===== src/hdl/hcr_pkg.sv =====
`timescale 1ns / 1ps
package hcr_pkg;

  localparam int MaxWidth   = 1024;
  localparam int MaxHeight  = 1024;
  localparam int MinDim     = 3;
  localparam int RowW       = 10;
  localparam int ColW       = 10;
  localparam int DimW       = 11;
  localparam int CountW     = 21;
  localparam int SlotW      = 3;
  localparam int AddrW      = SlotW + ColW;
  localparam int RamDepth   = 1 << AddrW;
  localparam int PixW       = 8;
  localparam int KW         = 16;
  localparam int RespW      = 43;
  localparam int CfgIdxW    = 3;
  localparam int CfgDataW   = 43;
  localparam int QueueDepth = 4;
  localparam int QPtrW      = 2;

  localparam logic [CfgIdxW-1:0] CfgImageWidth     = 3'd0;
  localparam logic [CfgIdxW-1:0] CfgImageHeight    = 3'd1;
  localparam logic [CfgIdxW-1:0] CfgKQ16           = 3'd2;
  localparam logic [CfgIdxW-1:0] CfgCornerThreshold = 3'd3;

  // One queued job: an optional line-buffer write followed by an optional result.
  typedef struct packed {
    logic             wr;
    logic [PixW-1:0]  pixel;
    logic [AddrW-1:0] waddr;
    logic             emit;
    logic [RowW-1:0]  row;
    logic [ColW-1:0]  col;
    logic             last;
    logic [DimW-1:0]  w;
    logic [DimW-1:0]  h;
  } job_t;

endpackage


===== src/hdl/hcr_queue.sv =====
`timescale 1ns / 1ps
module hcr_queue (
  input  logic          clk,
  input  logic          rst,
  input  logic          push,
  input  hcr_pkg::job_t push_job,
  input  logic          pop,
  output hcr_pkg::job_t head,
  output logic          empty,
  output logic          full
);
  hcr_pkg::job_t              entries [hcr_pkg::QueueDepth];
  logic [hcr_pkg::QPtrW-1:0]  wptr, rptr;
  logic [hcr_pkg::QPtrW:0]    count;

  assign empty = count == '0;
  assign full = count == (hcr_pkg::QPtrW+1)'(hcr_pkg::QueueDepth);
  assign head = entries[rptr];

  always_ff @(posedge clk) begin
    if (push) begin
      entries[wptr] <= push_job;
    end
  end

  always_ff @(posedge clk) begin
    if (rst) begin
      wptr <= '0;
      rptr <= '0;
      count <= '0;
    end else begin
      if (push) begin
        wptr <= wptr + hcr_pkg::QPtrW'(1);
      end
      if (pop) begin
        rptr <= rptr + hcr_pkg::QPtrW'(1);
      end
      if (push && !pop) begin
        count <= count + (hcr_pkg::QPtrW+1)'(1);
      end else if (pop && !push) begin
        count <= count - (hcr_pkg::QPtrW+1)'(1);
      end
    end
  end

  a_count_range: assert property (@(posedge clk) disable iff (rst)
    count <= (hcr_pkg::QPtrW+1)'(hcr_pkg::QueueDepth))
    else $error("job queue count out of range");
endmodule


===== config.mk =====
export PLATFORM = sky130hd
export DESIGN_NAME = hcr_queue
export DESIGN_NICKNAME = d
export VERILOG_FILES = /design/src/hdl/hcr_pkg.sv /design/src/hdl/hcr_queue.sv
export SDC_FILE = /design/constraint.sdc
export NUM_CORES = 1
export LEC_CHECK = 0
export ABC_CLOCK_PERIOD_IN_PS = 7700
export BUFFER_PORTS_ARGS = -buffer_cell sky130_fd_sc_hd__buf_2
export CAP_MARGIN = 0
export CORE_UTILIZATION = 40
export CTS_BUF_LIST = sky130_fd_sc_hd__clkbuf_16
export DETAILED_ROUTE_END_ITERATION = 10
export PLACE_DENSITY = 0.64
export SLEW_MARGIN = 25
export SYNTH_ARGS = -nofsm -noshare
export SYNTH_HDL_FRONTEND = slang
export SYNTH_SLANG_ARGS = --single-unit
export TNS_END_PERCENT = 20

===== constraint.sdc =====
create_clock -name clk -period 7.7 [get_ports clk]
set_clock_uncertainty 0.15 [all_clocks]
set_input_delay 0.385 -clock clk [delete_from_list [all_inputs] [get_ports clk]]
set_output_delay 0.385 -clock clk [all_outputs]
set_load 0.02 [all_outputs]

==> run_results.csv <==
group,metric,value,unit
run_status,status,"completed",
clock_network,postCtsSetupBuffers,0,
route,routed_via_density,4.85,
setup_path,r2r_start,"wptr[0]",
placed_design,dpl_cell_area,11000,um^2
route,remaining_drc_errors,0,
floorplanning,initial_utilization,40.9,%
setup_path,arrival,2.82,ns
power_and_ir_drop,leakage,4.36,nW
setup_path,path_max_fanout,38,
floorplanning,core,24300,um^2
sta,holdWs,0.0841,ns
sta,relSlewSlack,34.3,%
final_layout,antenna_cells,0,
global_routing,grt_usage,14.6,%
floorplanning,rows,57,
setup_path,crit_type,"flip-flop to primary output",
worst_hold_path,hp-class,"input port to flip-flop",
clock_network,clockBufferDepth,3,
setup_path,cp-end-kind,"primary output",
route,wl_per_cell,18.5,um
power_and_ir_drop,vdd_drop_max,0.181,mV
final_layout,drive_gt1_share,40.1,%
placed_design,place_ws,4.77,ns
synthesis,synth_area,9950,um^2
route,drt_first_iter_violations,310,
sta,slew_violations,0,
sta,hold_violations,0,
synthesis,netlist_top_cells_count,"264 x edfxtp_1, 66 x mux4_2, 9 x dfxtp_1, 7 x nor2_1",
setup_path,required,7.16,ns
final_layout,syn_to_final_growth,27.5,%
sta,rsz0062_at_grt,"false",
synthesis,synth_cells,388,
flow_run,max_cap_viol_count,0,
synthesis,yosysMostFrequentCell,"edfxtp_1",
placed_design,dp_hpwl,10500,um
synthesis,ys_async_sr_fraction,0,%
setup_path,worst_setup_path_start_kind,"flip-flop",
clock_network,cts.sinks,273,
global_routing,antenna_found_initial,0,
floorplanning,die_y,160,um
floorplanning,die_x,160,um
global_routing,grt_pass1_vias,5156,
sta,worstMarginPinSlew,0.986,ns
route,num_vias,4660,
synthesis,seq_area_frac_synth,81.5,%
worst_hold_path,whs_path_depth,3,
placed_design,routabilityCongestion,0.691,
sta,setup_tns,0,ns
clock_network,root_buffer,"clkbuf_16",
placed_design,io_buffers,137,
final_layout,nNetsFinal,690,
final_layout,fin_area,12700,um^2
route,drt-total-wl,17800,um
global_routing,grt_max_degree,67,
setup_path,r2r_setup_slack,5.85,ns
synthesis,yosys.area.top_type_share,79.7,%
setup_path,worstRegToRegCells,4,
global_routing,grt_pass1_wl,28800,um
global_routing,grt-ovfl-total,0,
sta,setup_ws,4.34,ns
power_and_ir_drop,p_per_area,272,nW/um^2
synthesis,synth_edf_count,264,
route,firstDrtPassIters,4,
synthesis,syn_nets,464,
route,ant_nets,0,
sta,period_share,43.6,%
clock_network,cts_buffers,28,
synthesis,synth_flop_cell,"edfxtp_1",
clock_network,clk-insertion-delay-late,0.52,ns
floorplanning,io_pins,138,
synthesis,yosys_register_bits,273,
setup_path,r2r-end,"entries[2][39]",
clock_network,clk_pin_slew_worst_paths,0.06,ns
final_layout,fillers,1900,
synthesis,synth_area_leaders,"edfxtp_1 80%, mux4_2 15%, dfxtp_1 1.8%",
clock_network,cts_max_level,1,
setup_path,cp-endpoint,"head[6]",
sta,fin_crit,3.36,ns
synthesis,syn_avg_cell_area,25.6,um^2
synthesis,yosysTopAreaCell,"edfxtp_1",
clock_network,cts_tree,"done",
sta,finalSetupViolCount,0,
synthesis,yosys_warnings,0,
synthesis,yosys.cell_types.count,21,
floorplanning,die-area,25500,um^2
sta,max_freq,298,MHz
==> through the flow <==
| step | instances | power [mW] | util (%) |
|---|---|---|---|
| floorplan | 388 | 1.99 | - |
| global placement | 835 | 2.10 | 45.0 |
| detailed placement | 838 | 2.12 | 45.4 |
| CTS | 959 | 3.50 | 52.1 |
| global route | 960 | 3.58 | 52.2 |
| finish | 960 | 3.45 | 52.2 |
==> metal layers <==
metal	wire length, um	global-route usage, %
met2	8710	24.0
met4	333	3.89
met1	7570	19.4
met5	0	0
met3	1170	3.74
==> placed cells by master (no fill, tap or decap) <==
master,count
xor2_1,3
clkinv_4,1
dfxtp_4,2
bufinv_16,4
buf_4,1
clkinv_2,6
dfxtp_1,7
nor3_1,1
dlygate4sd3_1,69
o21ai_0,1
mux2i_1,2
buf_2,137
xnor2_1,2
ha_1,5
inv_1,10
nor3b_1,1
buf_12,1
a21oi_1,1
edfxtp_1,264
or3_1,1
fa_1,1
and2_4,4
clkbuf_16,29
buf_16,3
nor2_1,7
inv_8,1
mux4_2,66
nand2_1,1
clkinv_1,5
==> power by group <==
part	switching (mW)	total [mW]	internal (mW)
clock network	0.529	1.34	0.815
logic	0.195	0.363	0.168
registers	0.0385	1.74	1.71
==> flip-flops by register name, summed over array words and instances, names as in the netlist, named ones only <==
signal	flops
count	3
entries	264
rptr	2
wptr	2
==> critical path: stages (launching register included) <==
cell and delay (ns):
dfxtp_4 0.72, buf_4 0.71, mux4_2 0.62, buf_2 0.18
==> what timing repair did <==
item,CTS,global route
hold endpoints to repair,273,0
resized for setup,0,0
hold buffers,69,0
==> logic make-up (layout without fill, tap and decap cells) <==
family | count (synthesis) | in the layout | synth area share [%]
flip-flops | 273 | 273 | 81.5
XOR/XNOR | 5 | 5 | 0.440
AO/OA/AOI/OAI | 2 | 2 | 0.101
buffers and inverters | 19 | 267 | 1.23
multiplexers | 68 | 68 | 15.1
adder cells (fa/ha/maj) | 6 | 6 | 0.830
AND/OR/NAND/NOR | 15 | 15 | 0.742
==> area by class of cell <==
type / count / area [um^2] / area share, %
Clock buffer: 29 / 726 / 5.72
Sequential cell: 273 / 8120 / 64.0
Tap cell: 324 / 405 / 3.20
Multi-Input combinational cell: 96 / 1730 / 13.6
Inverter: 4 / 15.0 / 0.118
Timing Repair Buffer: 211 / 1490 / 11.7
Clock inverter: 23 / 211 / 1.67
==> how the worst min path moves through the flow <==
stage,start,to,slack [ns]
2_1_floorplan,count[2],count[2],0.32
3_3_place_gp,count[2],count[2],0.33
3_5_place_dp,rptr[0],flip-flop,0.36
4_1_cts,push,wptr[1],0.07
5_1_grt,push,wptr[0],0.12
6_report,push,wptr[1],0.08
Power figures use the tool's default switching activity.
