<file path="config.mk">
export PLATFORM = sky130hd
export DESIGN_NAME = hcr_front_flat
export DESIGN_NICKNAME = d
export VERILOG_FILES = /design/src/hdl/hcr_pkg.sv /design/src/hdl/hcr_ifs.sv /design/src/hdl/hcr_front.sv /design/src/flat_wrapper.sv
export SDC_FILE = /design/constraint.sdc
export NUM_CORES = 1
export LEC_CHECK = 0
export ABC_AREA = 1
export BUFFER_PORTS_ARGS = -buffer_cell sky130_fd_sc_hd__buf_4
export CAP_MARGIN = 20
export CORE_ASPECT_RATIO = 0.7
export CORE_MARGIN = 1
export CORE_UTILIZATION = 55
export DETAILED_ROUTE_END_ITERATION = 6
export PLACE_DENSITY = 0.74
export SYNTH_ARGS = -nofsm -noshare
export SYNTH_HDL_FRONTEND = slang
export SYNTH_SLANG_ARGS = --single-unit
</file>
<file path="constraint.sdc">
create_clock -name clk -period 15.51 [get_ports clk]
set_input_delay 0.7755 -clock clk [delete_from_list [all_inputs] [get_ports clk]]
set_output_delay 0.7755 -clock clk [all_outputs]
set_load 0.02 [all_outputs]
</file>
<file path="src/hdl/hcr_pkg.sv">
`timescale 1ns / 1ps
package hcr_pkg;

  localparam int MaxWidth   = 1024;
  localparam int MaxHeight  = 1024;
  localparam int MinDim     = 3;
  localparam int RowW       = 10;
  localparam int ColW       = 10;
  localparam int DimW       = 11;
  localparam int CountW     = 21;
  localparam int SlotW      = 3;
  localparam int AddrW      = SlotW + ColW;
  localparam int RamDepth   = 1 << AddrW;
  localparam int PixW       = 8;
  localparam int KW         = 16;
  localparam int RespW      = 43;
  localparam int CfgIdxW    = 3;
  localparam int CfgDataW   = 43;
  localparam int QueueDepth = 4;
  localparam int QPtrW      = 2;

  localparam logic [CfgIdxW-1:0] CfgImageWidth     = 3'd0;
  localparam logic [CfgIdxW-1:0] CfgImageHeight    = 3'd1;
  localparam logic [CfgIdxW-1:0] CfgKQ16           = 3'd2;
  localparam logic [CfgIdxW-1:0] CfgCornerThreshold = 3'd3;

  // One queued job: an optional line-buffer write followed by an optional result.
  typedef struct packed {
    logic             wr;
    logic [PixW-1:0]  pixel;
    logic [AddrW-1:0] waddr;
    logic             emit;
    logic [RowW-1:0]  row;
    logic [ColW-1:0]  col;
    logic             last;
    logic [DimW-1:0]  w;
    logic [DimW-1:0]  h;
  } job_t;

endpackage

</file>
<file path="src/hdl/hcr_ifs.sv">
`timescale 1ns / 1ps
interface hcr_pix_if;
  logic                      valid;
  logic                      ready;
  logic [hcr_pkg::PixW-1:0]  pixel;
  logic                      flush;
  modport source (output valid, pixel, flush, input ready);
  modport sink (input valid, pixel, flush, output ready);
endinterface


</file>
<file path="src/hdl/hcr_front.sv">
`timescale 1ns / 1ps
module hcr_front (
  input  logic                       clk,
  input  logic                       rst,
  input  logic [hcr_pkg::DimW-1:0]   image_width,
  input  logic [hcr_pkg::DimW-1:0]   image_height,
  hcr_pix_if.sink                    pixels,
  input  logic                       q_full,
  output logic                       push,
  output hcr_pkg::job_t              job
);
  logic [hcr_pkg::RowW-1:0]   in_row, in_row_next, out_row, out_row_next;
  logic [hcr_pkg::ColW-1:0]   in_col, in_col_next, out_col, out_col_next;
  logic [hcr_pkg::CountW-1:0] in_count, in_count_next, out_pos, out_pos_next;
  logic [hcr_pkg::CountW-1:0] frame_total, frame_total_next;
  logic [hcr_pkg::DimW-1:0]   frame_w, frame_w_next, frame_h, frame_h_next;
  logic [hcr_pkg::DimW:0]     emit_at, emit_at_next;
  logic                       draining, draining_next;
  logic [hcr_pkg::DimW-1:0]   cw, ch;
  logic [2*hcr_pkg::DimW-1:0] area;
  logic [hcr_pkg::CountW-1:0] cnt1;
  logic                       acc, do_emit;

  assign pixels.ready = !q_full;
  assign acc = pixels.valid && pixels.ready;

  always_comb begin
    if (image_width < hcr_pkg::DimW'(hcr_pkg::MinDim)) begin
      cw = hcr_pkg::DimW'(hcr_pkg::MinDim);
    end else if (image_width > hcr_pkg::DimW'(hcr_pkg::MaxWidth)) begin
      cw = hcr_pkg::DimW'(hcr_pkg::MaxWidth);
    end else begin
      cw = image_width;
    end
    if (image_height < hcr_pkg::DimW'(hcr_pkg::MinDim)) begin
      ch = hcr_pkg::DimW'(hcr_pkg::MinDim);
    end else if (image_height > hcr_pkg::DimW'(hcr_pkg::MaxHeight)) begin
      ch = hcr_pkg::DimW'(hcr_pkg::MaxHeight);
    end else begin
      ch = image_height;
    end
    area = {{hcr_pkg::DimW{1'b0}}, cw} * {{hcr_pkg::DimW{1'b0}}, ch};
  end

  always_comb begin
    in_row_next = in_row;
    in_col_next = in_col;
    in_count_next = in_count;
    out_row_next = out_row;
    out_col_next = out_col;
    out_pos_next = out_pos;
    frame_w_next = frame_w;
    frame_h_next = frame_h;
    frame_total_next = frame_total;
    emit_at_next = emit_at;
    draining_next = draining;
    cnt1 = in_count + hcr_pkg::CountW'(1);
    job = '0;
    do_emit = 1'b0;
    if (acc) begin
      if (draining) begin
        do_emit = 1'b1;
      end else if (!pixels.flush) begin
        // The first pixel of a frame latches the geometry.
        if (in_count == '0) begin
          frame_w_next = cw;
          frame_h_next = ch;
          frame_total_next = area[hcr_pkg::CountW-1:0];
          emit_at_next = {cw, 1'b0} + (hcr_pkg::DimW+1)'(3);
          out_row_next = '0;
          out_col_next = '0;
          out_pos_next = '0;
        end
        job.wr = 1'b1;
        job.pixel = pixels.pixel;
        job.waddr = {in_row[hcr_pkg::SlotW-1:0], in_col};
        in_count_next = cnt1;
        if ({1'b0, in_col} + hcr_pkg::DimW'(1) >= frame_w_next) begin
          in_col_next = '0;
          in_row_next = in_row + hcr_pkg::RowW'(1);
        end else begin
          in_col_next = in_col + hcr_pkg::ColW'(1);
        end
        if (cnt1 == frame_total) begin
          draining_next = 1'b1;
        end
        if (cnt1 >= hcr_pkg::CountW'(emit_at)) begin
          do_emit = 1'b1;
        end
      end
    end
    if (do_emit) begin
      job.emit = 1'b1;
      job.row = out_row;
      job.col = out_col;
      job.w = frame_w;
      job.h = frame_h;
      job.last = (out_pos + hcr_pkg::CountW'(1)) == frame_total;
      if (job.last) begin
        in_row_next = '0;
        in_col_next = '0;
        in_count_next = '0;
        out_row_next = '0;
        out_col_next = '0;
        out_pos_next = '0;
        draining_next = 1'b0;
      end else begin
        out_pos_next = out_pos + hcr_pkg::CountW'(1);
        if ({1'b0, out_col} + hcr_pkg::DimW'(1) >= frame_w) begin
          out_col_next = '0;
          out_row_next = out_row + hcr_pkg::RowW'(1);
        end else begin
          out_col_next = out_col + hcr_pkg::ColW'(1);
        end
      end
    end
    push = job.wr || job.emit;
  end

  always_ff @(posedge clk) begin
    if (rst) begin
      in_row <= '0;
      in_col <= '0;
      in_count <= '0;
      out_row <= '0;
      out_col <= '0;
      out_pos <= '0;
      frame_w <= hcr_pkg::DimW'(hcr_pkg::MinDim);
      frame_h <= hcr_pkg::DimW'(hcr_pkg::MinDim);
      frame_total <= hcr_pkg::CountW'(hcr_pkg::MinDim * hcr_pkg::MinDim);
      emit_at <= (hcr_pkg::DimW+1)'(2 * hcr_pkg::MinDim + 3);
      draining <= 1'b0;
    end else begin
      in_row <= in_row_next;
      in_col <= in_col_next;
      in_count <= in_count_next;
      out_row <= out_row_next;
      out_col <= out_col_next;
      out_pos <= out_pos_next;
      frame_w <= frame_w_next;
      frame_h <= frame_h_next;
      frame_total <= frame_total_next;
      emit_at <= emit_at_next;
      draining <= draining_next;
    end
  end
endmodule

</file>
<file path="src/flat_wrapper.sv">
// flat-port wrapper written by rule: the top's interface ports become plain ports
module hcr_front_flat 
  (clk, rst, image_width, image_height, q_full, push, job, pixels_valid, pixels_pixel, pixels_flush, pixels_ready);
  hcr_pix_if pixels_i ();
  input  logic clk;
  input  logic rst;
  input  logic [hcr_pkg::DimW-1:0] image_width;
  input  logic [hcr_pkg::DimW-1:0] image_height;
  input  logic q_full;
  output logic push;
  output hcr_pkg::job_t job;
  input wire logic [$bits(pixels_i.valid)-1:0] pixels_valid;
  input wire logic [$bits(pixels_i.pixel)-1:0] pixels_pixel;
  input wire logic [$bits(pixels_i.flush)-1:0] pixels_flush;
  output wire logic [$bits(pixels_i.ready)-1:0] pixels_ready;
  assign pixels_i.valid = pixels_valid;
  assign pixels_i.pixel = pixels_pixel;
  assign pixels_i.flush = pixels_flush;
  assign pixels_ready = pixels_i.ready;
  hcr_front u_core (.clk(clk), .rst(rst), .image_width(image_width), .image_height(image_height), .pixels(pixels_i), .q_full(q_full), .push(push), .job(job));
endmodule
</file>
==> flow_metrics.env, run 1 <==
export IMPL_initial_core_util_pct=56.0
export IMPL_swShare_pct=34.7
export IMPL_met1_usage_pct=51.0
export IMPL_multi_input_area_um2=8940
export IMPL_final_setup_tns_ns=0
export IMPL_finalHoldViolCount=0
export IMPL_met2_usage_pct=51.5
export IMPL_drtIter0Drc=1487
export IMPL_cts_max_level=4
export IMPL_period_needed_ns=6.57
export IMPL_core_um2=23600
export IMPL_drt_wl_total_um=42100
export IMPL_dieArea_um2=24600
export IMPL_synth_area_leaders="dfxtp_1, nand2_1, fa_1"
export IMPL_cts_hold_fix_buffers=0
export IMPL_synth_ff_type="dfxtp_1"
export IMPL_cp_start_kind="primary input"
export IMPL_rsz0062_at_grt="no"
export IMPL_n_antenna_cell=0
export IMPL_clock_sinks=130
export IMPL_vdd_drop_max_uv=83.5
export IMPL_seqPwrFrac_pct=34.1
export IMPL_rows=47
export IMPL_grt_usage_pct=35.0
export IMPL_dpl_hpwl_um=33000
export IMPL_maxCapViolCount=0
export IMPL_netlist_area_um2=13200
export IMPL_fmax_ghz=0.152
export IMPL_p_comb_share_pct=27.3
export IMPL_syn2layout_area_growth_pct=11.7
export IMPL_grt_overflow=0
export IMPL_ant_nets=0
export IMPL_grt_pass1_vias=12500
export IMPL_ys_types=45
export IMPL_gp_congestion=1.02
export IMPL_drive_gt1_share_pct=7.83
export IMPL_viasPerCell=5.53
export IMPL_grt_first_pass_wirelength_um=67300
export IMPL_clkPwrFrac_pct=38.6
export IMPL_routedWlPerCell_um=17.1
export IMPL_worstSkewPairLatency_ns=0.45
export IMPL_clock_root_buffer="clkbuf_16"
export IMPL_nFillCells=2234
export IMPL_ioPinCount=103
export IMPL_postCtsSetupBuffers=0
export IMPL_ys_seq_area_share_pct=19.7
export IMPL_crit_fanout=9
export IMPL_yosysTopAreaCell="dfxtp_1"
export IMPL_drv_slew=0
export IMPL_ys_seq_elements=130
export IMPL_finalSetupViolCount=0
export IMPL_synth_edf_count=0
export IMPL_finalCritPeriodShare_pct=42.4
export IMPL_drc=0
export IMPL_status="finished, final reports clean"
export IMPL_antenna_found_initial=0
export IMPL_fin_nets=2347
export IMPL_fin_hold_ws_ns=0.463
export IMPL_worstPathRequired_ns=15.90
export IMPL_ctsResizeCount=0
export IMPL_io_buffers=102
export IMPL_tritoncts="done"
export IMPL_numCtsBuffers=17
export IMPL_p_leak_uw=0.00721
export IMPL_via_count=13600
export IMPL_worstMarginPinSlew_ns=0.955
export IMPL_internal_power_uw=678
export IMPL_chipHeight_um=132
export IMPL_synth_cells=2062
export IMPL_grt_max_degree=65
export IMPL_async_flop_share_pct=0
export IMPL_clkTransAtPathRegs_ns=0.06
export IMPL_die_w_um=187
export IMPL_drtPass1Iterations=6
export IMPL_syn_num_nets=2274
export IMPL_power_density_nw_per_um2=70.4
export IMPL_yosys_warnings=0
export IMPL_switchingPower_uw=360
export IMPL_relSlewSlack_pct=36.1
export IMPL_critPathKind="primary input to flop"
export IMPL_synth_avg_cell_area_um2=6.40
export IMPL_hold_path_class="flop to flop"
export IMPL_yosys_area_top_type_share_pct=19.7
export IMPL_cts_buffer_depth=2
export IMPL_grt_busiest_layer="met2"
export IMPL_grt_use_met3_pct=8.44
export IMPL_endpoint_kind="flop"
export IMPL_worst_ep_arrival_time_ns=6.96
export IMPL_clock_skew_ns=0.0114
export IMPL_regArea_um2=2600
==> metrics by stage <==
stage	utilization [%]	std cells	cell area (um2)	power (uW)	setup WS, ns
final	62.5	2464	14700	1040	8.94
after global routing	62.5	2464	14700	1100	8.52
after CTS	62.4	2463	14700	1040	9.07
after detailed placement	60.0	2433	14200	638	8.63
after global placement	60.0	2433	14200	634	8.75
after floorplan	-	2062	13200	557	9.45
==> power by group through the flow <==
| stage | Clock [uW] | Sequential [uW] | Combinational, uW |
|---|---|---|---|
| final | 401 | 354 | 283 |
| after global routing | 421 | 355 | 320 |
| after CTS | 403 | 353 | 280 |
| after detailed placement | 0 | 360 | 278 |
| after global placement | 0 | 360 | 274 |
| after floorplan | 0 | 356 | 201 |
==> layout make-up <==
class	instances	area share (%)
flip-flops and latches	130	17.7
well taps	318	2.70
inverters	366	9.32
clock buffers	20	3.03
clock inverters	10	0.764
multi-input cells	1507	60.6
repair buffers	113	5.89
==> flip-flops by register name (all words and copies together) (netlist names) <==
signal / count
u_core.frame_total: 21
u_core.in_count: 21
u_core.frame_h: 11
u_core.out_col: 10
u_core.in_col: 10
u_core.emit_at: 11
u_core.out_pos: 21
u_core.out_row: 10
u_core.frame_w: 11
u_core.draining: 1
u_core.in_row: 3
==> cells by family after synthesis <==
logic type | synth area share [%]
and+or+nand+nor | 32.7
AOI/OAI and AO/OA | 10.2
xor gates and xnor gates | 3.44
adders and majority gates | 21.3
DFF | 19.7
buffers and inverters | 12.6
==> Yosys cell counts (6+ instances only) <==
master and number:
xor2_1 38, clkbuf_1 31, inv_1 355, o21ai_0 103
or2_2 7, nand3b_1 7, nor2_4 6, buf_6 6
clkinv_1 7, xnor2_1 12, nand4_1 44, a21oi_1 126
nor2_1 324, buf_2 17, dfxtp_1 130, nand3_1 171
ha_1 98, nand2_1 430, nor3_1 15, fa_1 79
==> path summary, 6_finish.rpt <==
kind                                                     start                                  end  slack, ns  cells after the start
worst min-delay path            u_core.frame_h[9]$_SDFFE_PP0P_       u_core.frame_h[9]$_SDFFE_PP0P_       0.46                      2
worst min register to register  u_core.frame_h[9]$_SDFFE_PP0P_       u_core.frame_h[9]$_SDFFE_PP0P_       0.46                      2
worst max-delay path                            image_width[5]  u_core.frame_total[18]$_SDFFE_PP0P_       8.94                     27
worst max register to register   u_core.in_count[0]$_SDFF_PP0_         u_core.out_row[0]$_SDFF_PP0_      10.89                     19
==> critical path, cell delays in order <==
cell and delay [ns]:
buf_4 0.12, inv_1 0.06, nand4_1 0.10, nand2b_1 0.19
o21ai_2 0.22, inv_2 0.09, nor2_1 0.41, clkinv_1 0.49
nor2_1 0.25, fa_1 0.45, fa_1 0.49, fa_1 0.54
fa_1 0.55, inv_1 0.06, fa_1 0.52, inv_1 0.04
ha_1 0.34, a21oi_1 0.16, o21ai_0 0.11, inv_1 0.07
nand2_1 0.09, a21oi_1 0.24, o21ai_0 0.13, or2_2 0.28
nand3_1 0.07, nand2_1 0.06, inv_1 0.05
==> cells in the final DEF (no fill, tap or decap), types with 3 or more instances in the layout <==
cell         n
nand2_1    429
inv_1      355
nor2_1     323
nand3_1    171
dfxtp_1    130
a21oi_1    126
buf_4      112
o21ai_0    103
ha_1        98
fa_1        79
nand4_1     44
xor2_1      38
clkbuf_16   17
nor3_1      15
xnor2_1     12
clkinv_1     7
or2_2        7
nor2_4       7
nand3b_1     7
nor4_1       5
o211ai_1     5
o22ai_1      5
inv_2        4
o21bai_1     4
and3_1       4
clkinv_2     4
nand2_2      3
==> layer usage <==
layer | vias up | wire length, um
met3 | 51 | 4140
met5 | - | 0
met2 | 616 | 17300
met4 | 0 | 798
li1 | 6647 | -
met1 | 6316 | 19900
Power figures use the tool's default switching activity.
==> run 2, diff against run 1 <==
==> constraint.sdc (replaced) <==
create_clock -name clk -period 6.7 [get_ports clk]
set_input_delay 0.335 -clock clk [delete_from_list [all_inputs] [get_ports clk]]
set_output_delay 0.335 -clock clk [all_outputs]
set_load 0.02 [all_outputs]
==> flow_metrics.env, run 2 (same netlist as run 1, synthesis figures left out) <==
export IMPL_numCtsBuffers=17
export IMPL_slowest_delay_ns=0.55
export IMPL_grt_overflow=0
export IMPL_drc=0
export IMPL_pre_cts_ws_ns=0.430
export IMPL_io_buffers=102
export IMPL_period_needed_ns=5.97
export IMPL_gp_congestion=1.00
export IMPL_fin_area_um2=14900
export IMPL_critPathKind="primary input to flop"
export IMPL_ant_nets=0
export IMPL_cts_buffer_depth=2
export IMPL_grt_pass1_vias=12800
export IMPL_dpl_hpwl_um=33300
export IMPL_vdd_drop_max_uv=212
export IMPL_setup_slack_ns=0.731
export IMPL_n_antenna_cell=0
export IMPL_p_leak_uw=0.00728
export IMPL_cts_hold_fix_buffers=0
export IMPL_ioPinCount=103
export IMPL_worst_ep_arrival_time_ns=6.35
export IMPL_via_count=13700
export IMPL_finalCritPeriodShare_pct=89.1
export IMPL_fin_hold_ws_ns=0.202
export IMPL_rows=47
export IMPL_postPlaceCellArea_um2=14300
export IMPL_ctsResizeCount=0
export IMPL_hold_path_class="primary input to flop"
export IMPL_worstMarginPinSlew_ns=0.973
export IMPL_maxCapViolCount=0
export IMPL_cts_max_level=4
export IMPL_drtPass1Iterations=7
export IMPL_min_to="u_core.frame_h[3]$_SDFFE_PP0P_"
export IMPL_drtIter0Drc=1431
export IMPL_grt_first_pass_wirelength_um=67800
export IMPL_antenna_found_initial=1
export IMPL_r2r_start="u_core.in_count[0]$_SDFF_PP0_"
export IMPL_clock_sinks=130
export IMPL_wl_met2_um=17400
export IMPL_syn2layout_area_growth_pct=12.7
export IMPL_m1WireLength_um=19300
export IMPL_drive_gt1_share_pct=8.39
export IMPL_tritoncts="done"
export IMPL_core_um2=23600
export IMPL_r2r_end="u_core.out_row[0]$_SDFF_PP0_"
export IMPL_relSlewSlack_pct=34.9
export IMPL_final_setup_tns_ns=0
export IMPL_multi_input_area_um2=8940
export IMPL_cp_start_kind="primary input"
export IMPL_endpoint_kind="flop"
export IMPL_rsz0062_at_grt="no"
export IMPL_postCtsSetupBuffers=0
export IMPL_drv_slew=0
export IMPL_routedWlPerCell_um=17.3
export IMPL_fmax_ghz=0.168
export IMPL_cp_slowest_cell="fa_1"
export IMPL_grt_usage_pct=35.4
export IMPL_finalSetupViolCount=0
export IMPL_status="finished, final reports clean"
export IMPL_initial_core_util_pct=56.0
export IMPL_dieArea_um2=24600
export IMPL_crit_fanout=10
export IMPL_clock_skew_ns=0.0148
export IMPL_fin_nets=2357
export IMPL_top_regs="u_core.frame_total: 21 flops, u_core.in_count: 21 flops, u_core.out_pos: 21 flops"
export IMPL_final_cell_mix="nand2_1, inv_1, nor2_1"
export IMPL_nFillCells=2283
export IMPL_r2r_slack_ns=2.24
export IMPL_p_total_uw=2480
export IMPL_worstSkewPairLatency_ns=0.45
export IMPL_worstPathRequired_ns=7.09
export IMPL_hold_start="image_height[3]"
export IMPL_met3WireLength_um=5070
export IMPL_drt_wl_total_um=42700
export IMPL_final_common_cell="nand2_1"
export IMPL_cpMostUsedCell="inv_1"
export IMPL_viasPerCell=5.54
export IMPL_finalHoldViolCount=0
export IMPL_clkTransAtPathRegs_ns=0.07
export IMPL_grt_max_degree=63
export IMPL_chipHeight_um=132
export IMPL_die_w_um=187
export IMPL_rr_worst_depth=19
export IMPL_clock_root_buffer="clkbuf_16"
export IMPL_regArea_um2=2600
export IMPL_power_density_nw_per_um2=167
export IMPL_hold_path_depth=3
export IMPL_dr_max_layer_used="met4"
[run 2: worst max-delay path by stage]
stage / start / end / slack (ns)
5_1_grt: image_width[5] / u_core.frame_total[18]$_SDFFE_PP0P_ / 0.37
2_1_floorplan: image_width[5] / u_core.frame_total[18]$_SDFFE_PP0P_ / 1.08
6_report: image_width[5] / u_core.frame_total[18]$_SDFFE_PP0P_ / 0.73
4_1_cts: image_width[5] / u_core.frame_total[18]$_SDFFE_PP0P_ / 0.85
3_3_place_gp: image_height[4] / u_core.frame_total[18]$_SDFFE_PP0P_ / 0.49
3_5_place_dp: image_width[5] / u_core.frame_total[18]$_SDFFE_PP0P_ / 0.43
[run 2: worst max-delay path: cells and delay by family]
kind                       cells  cell delay, ns
and+or+nand+nor               11            1.70
buffers and inverters          8            0.82
adders and majority gates      6            2.77
AOI/OAI and AO/OA              4            0.69
[run 2: per-layer routing]
| layer | global-route usage, % | vias to the layer above |
|---|---|---|
| li1 | - | 6662 |
| met1 | 50.0 | 6296 |
| met2 | 51.3 | 689 |
| met3 | 11.4 | 69 |
| met4 | 10.3 | 0 |
| met5 | 0 | - |
[run 2: cell type report]
class	count	share of cell area, %
Multi-Input combinational cell	1507	60.1
Sequential cell	130	17.5
Clock inverter	12	1.05
Clock buffer	19	3.04
Inverter	366	9.23
Timing Repair Buffer	123	6.42
Tap cell	318	2.67
[run 2: through the flow]
stage / utilization, % / cells
finish: 63.1 / 2475
global route: 63.1 / 2475
CTS: 63.0 / 2474
detailed placement: 60.4 / 2443
global placement: 60.4 / 2442
floorplan: - / 2062
[run 2: where the power goes]
part           internal [uW]  leakage, uW  switching, uW  total (uW)
clock                    604     0.000288            387         991
combinational            233      0.00594            436         669
sequential               793      0.00105           26.0         819
